[src/rtl/core/frame_cycle_sequencer_macros.svh]
// Assertion macros shared by the frame cycle sequencer RTL.
`ifndef FRAME_CYCLE_SEQUENCER_MACROS_SVH
`define FRAME_CYCLE_SEQUENCER_MACROS_SVH

// Same-cycle implication, clocked on clk_i, off during reset.
`define FCS_ASSERT_NOW(label, ante, cons) \
  label: assert property (@(posedge clk_i) disable iff (!rst_ni) (ante) |-> (cons)) \
    else $error("frame cycle sequencer check failed");

// Next-cycle implication, clocked on clk_i, off during reset.
`define FCS_ASSERT_NEXT(label, ante, cons) \
  label: assert property (@(posedge clk_i) disable iff (!rst_ni) (ante) |=> (cons)) \
    else $error("frame cycle sequencer check failed");

`endif

[src/rtl/core/fcs_pkg.sv]
// Shared types, constants and microcode program of the frame cycle sequencer.
`timescale 1ns / 1ps
`default_nettype none

package fcs_pkg;

  // Table geometry
  localparam int MAX_FRAMES = 32;
  localparam int FRAME_W    = $clog2(MAX_FRAMES);
  localparam int WORD_W     = 32;

  // Field widths
  localparam int FUNC_W  = 2;
  localparam int COUNT_W = 6;
  localparam int SEED_W  = 8;
  localparam int CFG_IDX_W  = 2;
  localparam int CFG_DATA_W = 8;

  // Function codes of an input word
  localparam logic [FUNC_W-1:0] FUNC_WRITE   = 2'd0;
  localparam logic [FUNC_W-1:0] FUNC_RESTART = 2'd1;
  localparam logic [FUNC_W-1:0] FUNC_TICK    = 2'd2;

  // Register indexes
  localparam logic [CFG_IDX_W-1:0] CFG_FRAME_COUNT = 2'd0;
  localparam logic [CFG_IDX_W-1:0] CFG_START_FRAME = 2'd1;
  localparam logic [CFG_IDX_W-1:0] CFG_RANDOM_SEED = 2'd2;

  // Timing constants
  localparam logic [WORD_W-1:0] LAG_LIMIT  = 32'd250;
  localparam logic [WORD_W-1:0] SKIP_AHEAD = 32'd10;
  localparam logic [7:0]        LFSR_TAPS  = 8'hB8;

  // Step addresses of the program
  localparam int STEP_W = 4;
  localparam logic [STEP_W-1:0] STEP_FETCH   = 4'd0;
  localparam logic [STEP_W-1:0] STEP_WRITE   = 4'd1;
  localparam logic [STEP_W-1:0] STEP_RESTART = 4'd2;
  localparam logic [STEP_W-1:0] STEP_LAGCHK  = 4'd3;
  localparam logic [STEP_W-1:0] STEP_LOOPCHK = 4'd4;
  localparam logic [STEP_W-1:0] STEP_ADVANCE = 4'd5;
  localparam logic [STEP_W-1:0] STEP_LOAD    = 4'd6;
  localparam logic [STEP_W-1:0] STEP_TEST    = 4'd7;
  localparam logic [STEP_W-1:0] STEP_RAND    = 4'd8;
  localparam logic [STEP_W-1:0] STEP_WAIT    = 4'd9;
  localparam logic [STEP_W-1:0] STEP_ADD     = 4'd10;
  localparam logic [STEP_W-1:0] STEP_EMIT    = 4'd11;
  localparam logic [STEP_W-1:0] STEP_SKIP    = 4'd12;
  localparam logic [STEP_W-1:0] STEP_LAST    = STEP_SKIP;

  // Datapath operations
  typedef enum logic [3:0] {
    OP_NOP,
    OP_WRITE,
    OP_RESTART,
    OP_CLEAR,
    OP_ADVANCE,
    OP_LOAD,
    OP_RAND,
    OP_ADD,
    OP_EMIT,
    OP_SKIP
  } op_e;

  // Next-step conditions
  typedef enum logic [2:0] {
    C_NEXT,
    C_JUMP,
    C_DISPATCH,
    C_LAG,
    C_DONE,
    C_NORAND,
    C_HOLD_MOD,
    C_HOLD_OUT
  } cond_e;

  typedef struct packed {
    op_e               op;
    cond_e             cond;
    logic [STEP_W-1:0] target;
  } ucode_t;

  // Datapath status toward the sequencer
  typedef struct packed {
    logic              in_valid;
    logic [FUNC_W-1:0] func;
    logic              lag;
    logic              done;
    logic              no_rand;
    logic              mod_busy;
    logic              out_full;
  } flags_t;

  // Sequencer control toward the datapath
  typedef struct packed {
    op_e  op;
    logic fetch;
  } ctrl_t;

  // Control store
  function automatic ucode_t ucode_rom(input logic [STEP_W-1:0] addr);
    ucode_t w;
    case (addr)
      STEP_FETCH:   w = '{op: OP_NOP,     cond: C_DISPATCH, target: STEP_FETCH};
      STEP_WRITE:   w = '{op: OP_WRITE,   cond: C_JUMP,     target: STEP_FETCH};
      STEP_RESTART: w = '{op: OP_RESTART, cond: C_JUMP,     target: STEP_FETCH};
      STEP_LAGCHK:  w = '{op: OP_CLEAR,   cond: C_LAG,      target: STEP_SKIP};
      STEP_LOOPCHK: w = '{op: OP_NOP,     cond: C_DONE,     target: STEP_EMIT};
      STEP_ADVANCE: w = '{op: OP_ADVANCE, cond: C_NEXT,     target: STEP_FETCH};
      STEP_LOAD:    w = '{op: OP_LOAD,    cond: C_NEXT,     target: STEP_FETCH};
      STEP_TEST:    w = '{op: OP_NOP,     cond: C_NORAND,   target: STEP_ADD};
      STEP_RAND:    w = '{op: OP_RAND,    cond: C_NEXT,     target: STEP_FETCH};
      STEP_WAIT:    w = '{op: OP_NOP,     cond: C_HOLD_MOD, target: STEP_ADD};
      STEP_ADD:     w = '{op: OP_ADD,     cond: C_JUMP,     target: STEP_LOOPCHK};
      STEP_EMIT:    w = '{op: OP_EMIT,    cond: C_HOLD_OUT, target: STEP_FETCH};
      STEP_SKIP:    w = '{op: OP_SKIP,    cond: C_JUMP,     target: STEP_EMIT};
      default:      w = '{op: OP_NOP,     cond: C_JUMP,     target: STEP_FETCH};
    endcase
    return w;
  endfunction

endpackage

`default_nettype wire

[src/rtl/core/fcs_ram.sv]
// Generic simple dual-port RAM with registered read.
`timescale 1ns / 1ps
`default_nettype none

module fcs_ram #(
  parameter int WIDTH = 32,
  parameter int DEPTH = 32
) (
  input  wire logic                     clk_i,
  input  wire logic                     we_i,
  input  wire logic [$clog2(DEPTH)-1:0] waddr_i,
  input  wire logic [WIDTH-1:0]         wdata_i,
  input  wire logic [$clog2(DEPTH)-1:0] raddr_i,
  output logic      [WIDTH-1:0]         rdata_o
);

  logic [WIDTH-1:0] mem_q [DEPTH];
  logic [WIDTH-1:0] rdata_q;

  // Write port
  always_ff @(posedge clk_i) begin
    if (we_i) begin
      mem_q[waddr_i] <= wdata_i;
    end
  end

  // Registered read port
  always_ff @(posedge clk_i) begin
    rdata_q <= mem_q[raddr_i];
  end

  assign rdata_o = rdata_q;

endmodule

`default_nettype wire

[src/rtl/core/fcs_mod.sv]
// Bit-serial 8-bit remainder unit: one restoring step per cycle.
`timescale 1ns / 1ps
`default_nettype none

`include "frame_cycle_sequencer_macros.svh"

module fcs_mod (
  input  wire logic       clk_i,
  input  wire logic       rst_ni,
  input  wire logic       start_i,
  input  wire logic [7:0] dividend_i,
  input  wire logic [7:0] divisor_i,
  output logic            busy_o,
  output logic      [7:0] rem_o
);

  import fcs_pkg::*;

  localparam int BITS  = 8;
  localparam int CNT_W = $clog2(BITS + 1);

  logic             busy_q, busy_d;
  logic [CNT_W-1:0] cnt_q, cnt_d;
  logic [BITS-1:0]  dd_q, dd_d;
  logic [BITS-1:0]  dv_q, dv_d;
  logic [BITS-1:0]  r_q, r_d;
  logic [BITS:0]    trial;

  // Shift in the next dividend bit and subtract when it fits
  always_comb begin
    trial  = {r_q, dd_q[BITS-1]};
    busy_d = busy_q;
    cnt_d  = cnt_q;
    dd_d   = dd_q;
    dv_d   = dv_q;
    r_d    = r_q;
    if (start_i) begin
      busy_d = 1'b1;
      cnt_d  = CNT_W'(BITS);
      dd_d   = dividend_i;
      dv_d   = divisor_i;
      r_d    = '0;
    end else if (busy_q) begin
      if (trial >= {1'b0, dv_q}) begin
        r_d = BITS'(trial - {1'b0, dv_q});
      end else begin
        r_d = trial[BITS-1:0];
      end
      dd_d  = {dd_q[BITS-2:0], 1'b0};
      cnt_d = cnt_q - CNT_W'(1);
      if (cnt_q == CNT_W'(1)) begin
        busy_d = 1'b0;
      end
    end
  end

  // Hold control state
  always_ff @(posedge clk_i or negedge rst_ni) begin
    if (!rst_ni) begin
      busy_q <= 1'b0;
      cnt_q  <= '0;
    end else begin
      busy_q <= busy_d;
      cnt_q  <= cnt_d;
    end
  end

  // Hold operands and partial remainder
  always_ff @(posedge clk_i) begin
    dd_q <= dd_d;
    dv_q <= dv_d;
    r_q  <= r_d;
  end

  assign busy_o = busy_q;
  assign rem_o  = r_q;

  `FCS_ASSERT_NOW(a_rem_below_divisor, $fell(busy_q) && dv_q != '0, r_q < dv_q)
  `FCS_ASSERT_NOW(a_count_idle, !busy_q && !start_i, cnt_d == cnt_q)
  `FCS_ASSERT_NEXT(a_start_sets_busy, start_i, busy_q)

endmodule

`default_nettype wire

[src/rtl/core/fcs_useq.sv]
// Microcode sequencer: step counter, control store and branch logic.
`timescale 1ns / 1ps
`default_nettype none

`include "frame_cycle_sequencer_macros.svh"

module fcs_useq (
  input  wire logic            clk_i,
  input  wire logic            rst_ni,
  input  wire fcs_pkg::flags_t flags_i,
  output fcs_pkg::ctrl_t       ctrl_o
);

  import fcs_pkg::*;

  logic [STEP_W-1:0] pc_q, pc_d;
  logic [STEP_W-1:0] pc_inc;
  ucode_t            uw;
  logic              tick_take;

  assign uw     = ucode_rom(pc_q);
  assign pc_inc = pc_q + STEP_W'(1);

  // Pick the next step
  always_comb begin
    case (uw.cond)
      C_NEXT:     pc_d = pc_inc;
      C_JUMP:     pc_d = uw.target;
      C_DISPATCH: begin
        if (flags_i.in_valid) begin
          case (flags_i.func)
            FUNC_WRITE:   pc_d = STEP_WRITE;
            FUNC_RESTART: pc_d = STEP_RESTART;
            FUNC_TICK:    pc_d = STEP_LAGCHK;
            default:      pc_d = STEP_FETCH;
          endcase
        end else begin
          pc_d = pc_q;
        end
      end
      C_LAG:      pc_d = flags_i.lag ? uw.target : pc_inc;
      C_DONE:     pc_d = flags_i.done ? uw.target : pc_inc;
      C_NORAND:   pc_d = flags_i.no_rand ? uw.target : pc_inc;
      C_HOLD_MOD: pc_d = flags_i.mod_busy ? pc_q : uw.target;
      C_HOLD_OUT: pc_d = flags_i.out_full ? pc_q : uw.target;
      default:    pc_d = STEP_FETCH;
    endcase
  end

  // Advance the step counter
  always_ff @(posedge clk_i or negedge rst_ni) begin
    if (!rst_ni) begin
      pc_q <= STEP_FETCH;
    end else begin
      pc_q <= pc_d;
    end
  end

  assign ctrl_o.op    = uw.op;
  assign ctrl_o.fetch = (pc_q == STEP_FETCH);

  // Tick word taken at the fetch step
  assign tick_take = (pc_q == STEP_FETCH) && flags_i.in_valid && (flags_i.func == FUNC_TICK);

  `FCS_ASSERT_NOW(a_pc_in_program, 1'b1, pc_q <= STEP_LAST)
  `FCS_ASSERT_NEXT(a_tick_checks_lag, tick_take, pc_q == STEP_LAGCHK)
  `FCS_ASSERT_NEXT(a_write_returns, pc_q == STEP_WRITE, pc_q == STEP_FETCH)

endmodule

`default_nettype wire

[src/rtl/core/frame_cycle_sequencer.sv]
// Top level of the frame cycle sequencer: ports, registers and datapath.
// Write and restart words run their own step and go back to fetch; they give no result.
// A tick checks the lag; per frame advanced it runs advance, load and test, plus a draw
// and a wait on the 8-step remainder unit for a random-range frame, then add; a lagging
// tick skips ahead. Results leave via the output register; one word is in work at a time.
// Async active-low reset clears frame, change time and start frame, sets count 2, seed 1, LFSR 1.
`timescale 1ns / 1ps
`default_nettype none

`include "frame_cycle_sequencer_macros.svh"

module frame_cycle_sequencer (
  input  wire logic                            clk_i,
  input  wire logic                            rst_ni,
  // Input channel
  input  wire logic                            in_valid_i,
  output logic                                 in_ready_o,
  input  wire logic [fcs_pkg::FUNC_W-1:0]      func_i,
  input  wire logic [fcs_pkg::WORD_W-1:0]      time_now_i,
  input  wire logic [fcs_pkg::FRAME_W-1:0]     entry_index_i,
  input  wire logic [fcs_pkg::WORD_W-1:0]      entry_word_i,
  // Output channel
  output logic                                 out_valid_o,
  input  wire logic                            out_ready_i,
  output logic      [fcs_pkg::FRAME_W-1:0]     frame_index_o,
  output logic                                 skipped_o,
  // Configuration channel
  input  wire logic                            cfg_valid_i,
  output logic                                 cfg_ready_o,
  input  wire logic [fcs_pkg::CFG_IDX_W-1:0]   cfg_index_i,
  input  wire logic [fcs_pkg::CFG_DATA_W-1:0]  cfg_data_i
);

  import fcs_pkg::*;

  flags_t flags;
  ctrl_t  ctrl;

  // Configuration registers
  logic [COUNT_W-1:0] frame_count_q;
  logic [FRAME_W-1:0] start_frame_q;
  logic [SEED_W-1:0]  random_seed_q;

  // Block state
  logic [FRAME_W-1:0] cur_q, cur_d;
  logic [WORD_W-1:0]  nc_q, nc_d;
  logic [7:0]         lfsr_q, lfsr_d;
  logic               skip_q, skip_d;
  logic               stop_q, stop_d;

  // Word registers
  logic [WORD_W-1:0]  now_q, now_d;
  logic [FRAME_W-1:0] idx_q, idx_d;
  logic [WORD_W-1:0]  word_q, word_d;

  // Output register
  logic               out_valid_q, out_valid_d;
  logic [FRAME_W-1:0] out_frame_q, out_frame_d;
  logic               out_skip_q, out_skip_d;

  // Datapath nets
  logic               in_accept;
  logic               out_full;
  logic [COUNT_W-1:0] cnt_eff;
  logic [COUNT_W-1:0] cur_inc;
  logic [FRAME_W-1:0] wrap_frame;
  logic               lag;
  logic               due;
  logic [WORD_W:0]    ahead_sum;
  logic               fixed_word;
  logic [7:0]         range_byte;
  logic               no_rand;
  logic [7:0]         lfsr_next;
  logic [16:0]        ticks_raw;
  logic [16:0]        ticks;
  logic [WORD_W:0]    nc_sum;
  logic               mod_busy;
  logic [7:0]         mod_rem;
  logic [WORD_W-1:0]  ram_rdata;

  assign in_accept = in_valid_i && ctrl.fetch;
  assign out_full  = out_valid_q && !out_ready_i;

  // Clamp the frame count and find the frame after the current one
  assign cnt_eff    = (frame_count_q > COUNT_W'(MAX_FRAMES)) ? COUNT_W'(MAX_FRAMES)
                                                             : frame_count_q;
  assign cur_inc    = COUNT_W'(cur_q) + COUNT_W'(1);
  assign wrap_frame = (cur_inc >= cnt_eff) ? '0 : cur_inc[FRAME_W-1:0];

  // Lag and catch-up tests
  assign lag       = ({1'b0, nc_q} + {1'b0, LAG_LIMIT}) < {1'b0, now_q};
  assign due       = (nc_q <= now_q);
  assign ahead_sum = {1'b0, now_q} + {1'b0, SKIP_AHEAD};

  // Decode the duration word
  assign fixed_word = (word_q[WORD_W-1:8] == '0);
  assign range_byte = word_q[15:8];
  assign no_rand    = fixed_word || (range_byte == 8'd0);
  assign lfsr_next  = {1'b0, lfsr_q[7:1]} ^ (lfsr_q[0] ? LFSR_TAPS : 8'd0);

  always_comb begin
    if (fixed_word) begin
      ticks_raw = {9'd0, word_q[7:0]};
    end else if (range_byte != 8'd0) begin
      ticks_raw = {1'b0, word_q[31:16]} + {9'd0, mod_rem};
    end else begin
      ticks_raw = {1'b0, word_q[31:16]};
    end
  end

  assign ticks  = (ticks_raw == '0) ? 17'd1 : ticks_raw;
  assign nc_sum = {1'b0, nc_q} + {16'd0, ticks};

  // Status toward the sequencer
  assign flags.in_valid = in_valid_i;
  assign flags.func     = func_i;
  assign flags.lag      = lag;
  assign flags.done     = !due || stop_q;
  assign flags.no_rand  = no_rand;
  assign flags.mod_busy = mod_busy;
  assign flags.out_full = out_full;

  fcs_useq u_useq (
    .clk_i   (clk_i),
    .rst_ni  (rst_ni),
    .flags_i (flags),
    .ctrl_o  (ctrl)
  );

  fcs_mod u_mod (
    .clk_i      (clk_i),
    .rst_ni     (rst_ni),
    .start_i    (ctrl.op == OP_RAND),
    .dividend_i (lfsr_next),
    .divisor_i  (range_byte),
    .busy_o     (mod_busy),
    .rem_o      (mod_rem)
  );

  fcs_ram #(
    .WIDTH (WORD_W),
    .DEPTH (MAX_FRAMES)
  ) u_table (
    .clk_i   (clk_i),
    .we_i    (ctrl.op == OP_WRITE),
    .waddr_i (idx_q),
    .wdata_i (word_q),
    .raddr_i (wrap_frame),
    .rdata_o (ram_rdata)
  );

  // Execute the operation of the current step
  always_comb begin
    cur_d       = cur_q;
    nc_d        = nc_q;
    lfsr_d      = lfsr_q;
    skip_d      = skip_q;
    stop_d      = stop_q;
    now_d       = now_q;
    idx_d       = idx_q;
    word_d      = word_q;
    out_frame_d = out_frame_q;
    out_skip_d  = out_skip_q;
    out_valid_d = out_valid_q && !out_ready_i;

    if (in_accept) begin
      now_d  = time_now_i;
      idx_d  = entry_index_i;
      word_d = entry_word_i;
    end

    case (ctrl.op)
      OP_RESTART: begin
        cur_d  = start_frame_q;
        nc_d   = now_q;
        lfsr_d = (random_seed_q == '0) ? 8'd1 : random_seed_q;
      end
      OP_CLEAR: begin
        skip_d = 1'b0;
        stop_d = 1'b0;
      end
      OP_ADVANCE: cur_d  = wrap_frame;
      OP_LOAD:    word_d = ram_rdata;
      OP_RAND:    lfsr_d = lfsr_next;
      OP_ADD: begin
        stop_d = nc_sum[WORD_W];
        nc_d   = nc_sum[WORD_W] ? '1 : nc_sum[WORD_W-1:0];
      end
      OP_SKIP: begin
        skip_d = 1'b1;
        nc_d   = ahead_sum[WORD_W] ? '1 : ahead_sum[WORD_W-1:0];
      end
      OP_EMIT: begin
        if (!out_full) begin
          out_valid_d = 1'b1;
          out_frame_d = cur_q;
          out_skip_d  = skip_q;
        end
      end
      default: ;
    endcase
  end

  // Take configuration writes
  always_ff @(posedge clk_i or negedge rst_ni) begin
    if (!rst_ni) begin
      frame_count_q <= COUNT_W'(2);
      start_frame_q <= '0;
      random_seed_q <= SEED_W'(1);
    end else if (cfg_valid_i) begin
      case (cfg_index_i)
        CFG_FRAME_COUNT: frame_count_q <= cfg_data_i[COUNT_W-1:0];
        CFG_START_FRAME: start_frame_q <= cfg_data_i[FRAME_W-1:0];
        CFG_RANDOM_SEED: random_seed_q <= cfg_data_i[SEED_W-1:0];
        default: ;
      endcase
    end
  end

  // Hold block state and the output valid
  always_ff @(posedge clk_i or negedge rst_ni) begin
    if (!rst_ni) begin
      cur_q       <= '0;
      nc_q        <= '0;
      lfsr_q      <= 8'd1;
      skip_q      <= 1'b0;
      stop_q      <= 1'b0;
      out_valid_q <= 1'b0;
    end else begin
      cur_q       <= cur_d;
      nc_q        <= nc_d;
      lfsr_q      <= lfsr_d;
      skip_q      <= skip_d;
      stop_q      <= stop_d;
      out_valid_q <= out_valid_d;
    end
  end

  // Hold payload registers
  always_ff @(posedge clk_i) begin
    now_q       <= now_d;
    idx_q       <= idx_d;
    word_q      <= word_d;
    out_frame_q <= out_frame_d;
    out_skip_q  <= out_skip_d;
  end

  assign in_ready_o    = ctrl.fetch;
  assign cfg_ready_o   = 1'b1;
  assign out_valid_o   = out_valid_q;
  assign frame_index_o = out_frame_q;
  assign skipped_o     = out_skip_q;

  `FCS_ASSERT_NEXT(a_emit_fills_output, ctrl.op == OP_EMIT && !out_full, out_valid_q)
  `FCS_ASSERT_NEXT(a_skip_lands_ahead, ctrl.op == OP_SKIP, nc_q >= $past(now_q))
  `FCS_ASSERT_NEXT(a_advance_in_cycle, ctrl.op == OP_ADVANCE && cnt_eff != '0, COUNT_W'(cur_q) < $past(cnt_eff))
  `FCS_ASSERT_NOW(a_no_accept_in_work, !ctrl.fetch, !in_accept)

endmodule

`default_nettype wire

[config.mk]
export PLATFORM = sky130hd
export DESIGN_NAME = frame_cycle_sequencer
export DESIGN_NICKNAME = d
export VERILOG_FILES = /design/src/rtl/core/fcs_pkg.sv /design/src/rtl/core/fcs_ram.sv /design/src/rtl/core/fcs_mod.sv /design/src/rtl/core/fcs_useq.sv /design/src/rtl/core/frame_cycle_sequencer.sv
export VERILOG_INCLUDE_DIRS = /design/src /design/src/rtl/core
export SDC_FILE = /design/constraint.sdc
export NUM_CORES = 2
export LEC_CHECK = 0
export BUFFER_PORTS_ARGS = -buffer_cell sky130_fd_sc_hd__buf_2
export CAP_MARGIN = 10
export CORE_ASPECT_RATIO = 1.25
export CORE_UTILIZATION = 35
export CTS_BUF_LIST = sky130_fd_sc_hd__clkbuf_4
export CTS_CLUSTER_SIZE = 16
export DETAILED_ROUTE_END_ITERATION = 8
export PLACE_DENSITY_LB_ADDON = 0.15
export SLEW_MARGIN = 20
export SYNTH_ARGS = -nofsm -noshare
export SYNTH_HDL_FRONTEND = slang
export SYNTH_SLANG_ARGS = --single-unit
[constraint.sdc]
create_clock -name clk_i -period 7.1 [get_ports clk_i]
set_input_delay 2.13 -clock clk_i [delete_from_list [all_inputs] [get_ports clk_i]]
set_output_delay 2.13 -clock clk_i [all_outputs]
set_load 0.01 [all_outputs]
==> results.txt <==
Clock transition at path regs -> 0.07 ns
Number of nets in the layout -> 4563
LEAKAGE -> 21.0 nW
Total track usage -> 0.237
Slew Viols, Final -> 0
WS Path Type -> reg2reg
Hold WC Path Type -> reg2reg
# resized after CTS -> 0
Commonest cells after routing, fill and taps aside -> edfxtp_1, nand2_1, clkbuf_4
Slew Limit Headroom -> 0.272
Vias in the first global route -> 36500
Max Buffers Root-to-Sink -> 4
Status -> finished, final reports clean
Final setup TNS -> 0 ns
Overflow after GRT -> 0
CP max FO -> 14
Root buffer cell -> clkbuf_4
Fin. Hold Viols -> 0
Final cycle utilization of the critical path -> 0.914
Clk sinks -> 1231
Maximum resistive drop on vdd -> 406 uV
Register area share after synthesis -> 0.685
DP HPWL -> 108000 um
Worst-margin pin slew -> 1.09 ns
Core Util, Final -> 0.403
Vias per inst -> 5.50
DIE AREA -> 152000 um2
TritonCTS clock tree -> built
Commonest non-fill, non-tap cell in the layout -> edfxtp_1
Chip Height -> 436 um
Post-layout minimum cycle time -> 6.49 ns
Post-synth EDFFs -> 1115
Routed wire length -> 182000 um
Post-CTS Setup Inserts -> 0
CTS H-tree lvls -> 5
Detailed Route Iter0 Violations -> 3262
Routed Antenna Nets -> 0
Core footprint -> 150000 um2
Initial Utilization -> 0.352
Cts bufs inserted -> 330
# rows -> 159
CP Launch Type -> flip-flop
Yosys reg bits -> 1231
Share of layout cells above drive strength 1 -> 0.187
Mean Syn Cell Area -> 13.0 um2
Largest net degree at the start of global routing -> 118
# setup viols final -> 0
CP endpoint kind -> flip-flop
Die W -> 349 um
Reg2reg setup slack -> 0.61 ns
Synth cell types -> 83
PD cells -> 458 nW/um2
RePlAce Congestion -> 0.921
Worst EP required -> 8.27 ns
Setup repair after global routing missed its margin -> no
DR WL/cell -> 27.4 um
Clock Latency Late Sink -> 1.26 ns
PortBufs -> 93
I/O pin cnt -> 95
Area growth from synthesis to layout -> 14.4%
Initial antenna violation count -> 12
Prevailing post-synth register cell -> edfxtp_1
Ys async rst share -> 0.0617
Via count -> 36400
Mapped Nets -> 4250
First-pass GRT wire length -> 258000 um
Max-cap violations -> 0
Mapped cell area -> 52800 um2
Max Clock Skew -> 0.0828 ns
Critical Path AT -> 7.66 ns
Hold-fix buffers, CTS -> 0
DRC Markers -> 0
Max Freq -> 0.154 GHz
Ys Warns -> 0
Synth Instances -> 4047
Drt first pass iters -> 6
-- power breakdown --
group | switching (mW) | total, mW | internal (mW)
Clock | 2.93 | 6.25 | 3.32
Sequential | 0.677 | 9.74 | 9.07
Combinational | 8.06 | 11.6 | 3.59
Total | 11.7 | 27.6 | 16.0
-- critical path, stage by stage (launching register included) --
cell       delay, ns
edfxtp_1        0.40
ha_1            0.24
fa_1            0.43
a211oi_2        0.31
o21ai_0         0.17
a2111o_1        0.53
a32oi_1         0.21
nand4_1         0.14
or4_1           0.51
or4_1           0.43
o41ai_2         0.25
ha_1            0.27
fa_1            0.25
a211oi_1        0.12
o21ai_0         0.25
a21oi_1         0.16
o311ai_0        0.44
buf_4           0.20
nor4b_4         0.39
or2_2           0.39
a2111oi_0       0.13
nor3_1          0.20
-- synthesized netlist by cell type (6+ instances only) --
library cell / n / area (um2)
edfxtp_1: 1115 / 33500
nand2_1: 656 / 2460
clkbuf_1: 210 / 788
nand3_1: 193 / 966
a21oi_1: 188 / 941
nor2_1: 162 / 608
o21ai_0: 121 / 606
a211oi_1: 114 / 856
ha_1: 114 / 1430
mux2i_1: 109 / 1090
inv_1: 77 / 289
a31oi_1: 76 / 475
dfrtp_1: 73 / 1830
o221ai_1: 67 / 587
o22ai_1: 67 / 419
and3_1: 53 / 332
mux2_2: 52 / 586
nor2b_1: 48 / 300
nor4_1: 43 / 269
o211ai_1: 41 / 308
xnor2_1: 41 / 359
dfxtp_1: 40 / 801
a32oi_1: 37 / 324
o2bb2ai_1: 33 / 289
xor2_1: 30 / 263
nor3_1: 28 / 140
nand4_1: 24 / 150
buf_1: 22 / 82.6
a21o_1: 19 / 143
and2_1: 17 / 106
nand2b_1: 13 / 81.3
or3_1: 13 / 81.3
a22oi_1: 11 / 82.6
o31ai_1: 9 / 67.6
o21a_1: 8 / 60.1
o21bai_1: 6 / 45.0
o22a_1: 6 / 52.6
-- layout make-up --
| type | instances | area (um2) |
|---|---|---|
| Clock inverter | 67 | 364 |
| Timing Repair Buffer | 217 | 1490 |
| Clock buffer | 497 | 3730 |
| Multi-Input combinational cell | 2501 | 15800 |
| Tap cell | 2012 | 2520 |
| Antenna cell | 12 | 30.0 |
| Sequential cell | 1231 | 36200 |
| Fill cell | 14400 | 89600 |
| Inverter | 79 | 302 |
-- layer usage --
| metal | GRT usage | routed length [um] |
|---|---|---|
| met1 | 0.287 | 72600 |
| met3 | 0.0435 | 10100 |
| met2 | 0.411 | 92100 |
| met4 | 0.0961 | 6650 |
| met5 | 0 | 53 |
-- flip-flops by register name, summed over array words and instances (netlist names), 6 cells and up --
register	count
word_q	32
random_seed_q	8
u_table.rdata_o	32
u_mod.dd_q	8
nc_q	32
frame_count_q	6
u_table.mem_q	1024
u_mod.dv_q	8
now_q	32
lfsr_q	8
u_mod.rem_o	8
-- final timing paths --
check | from | to | cells after the start
hold / removal | skip_q | skipped_o | 0
setup / recovery | word_q[16] | nc_q[21] | 21
min in group asynchronous | rst_ni | nc_q[19] | 1
max in group asynchronous | rst_ni | cur_q[0] | 2
setup reg to reg | word_q[16] | nc_q[21] | 21
hold reg to reg | skip_q | skipped_o | 0
-- stage by stage --
stage               hold WS (ns)  total power, mW  instance area [um2]  std cells  worst slack [ns]
floorplan                  0.425             16.9                52800       4047             0.943
global placement           0.470             21.5                56300       6040             0.591
detailed placement         0.463             21.5                56300       6040             0.455
CTS                        0.492             27.9                60400       6604             0.434
finish                     0.484             27.6                60400       6616             0.612
global route               0.495             29.2                60400       6609             0.175
-- logic make-up after synthesis --
group | after synthesis | synth area share
AOI/OAI and AO/OA | 871 | 0.112
buffers and inverters | 315 | 0.0227
xor gates and xnor gates | 71 | 0.0118
DFF | 1231 | 0.685
and+or+nand+nor | 1280 | 0.109
muxes | 161 | 0.0317
adders and majority gates | 117 | 0.0281
other | 1 | 0.0000710
Power figures use the tool's default switching activity.
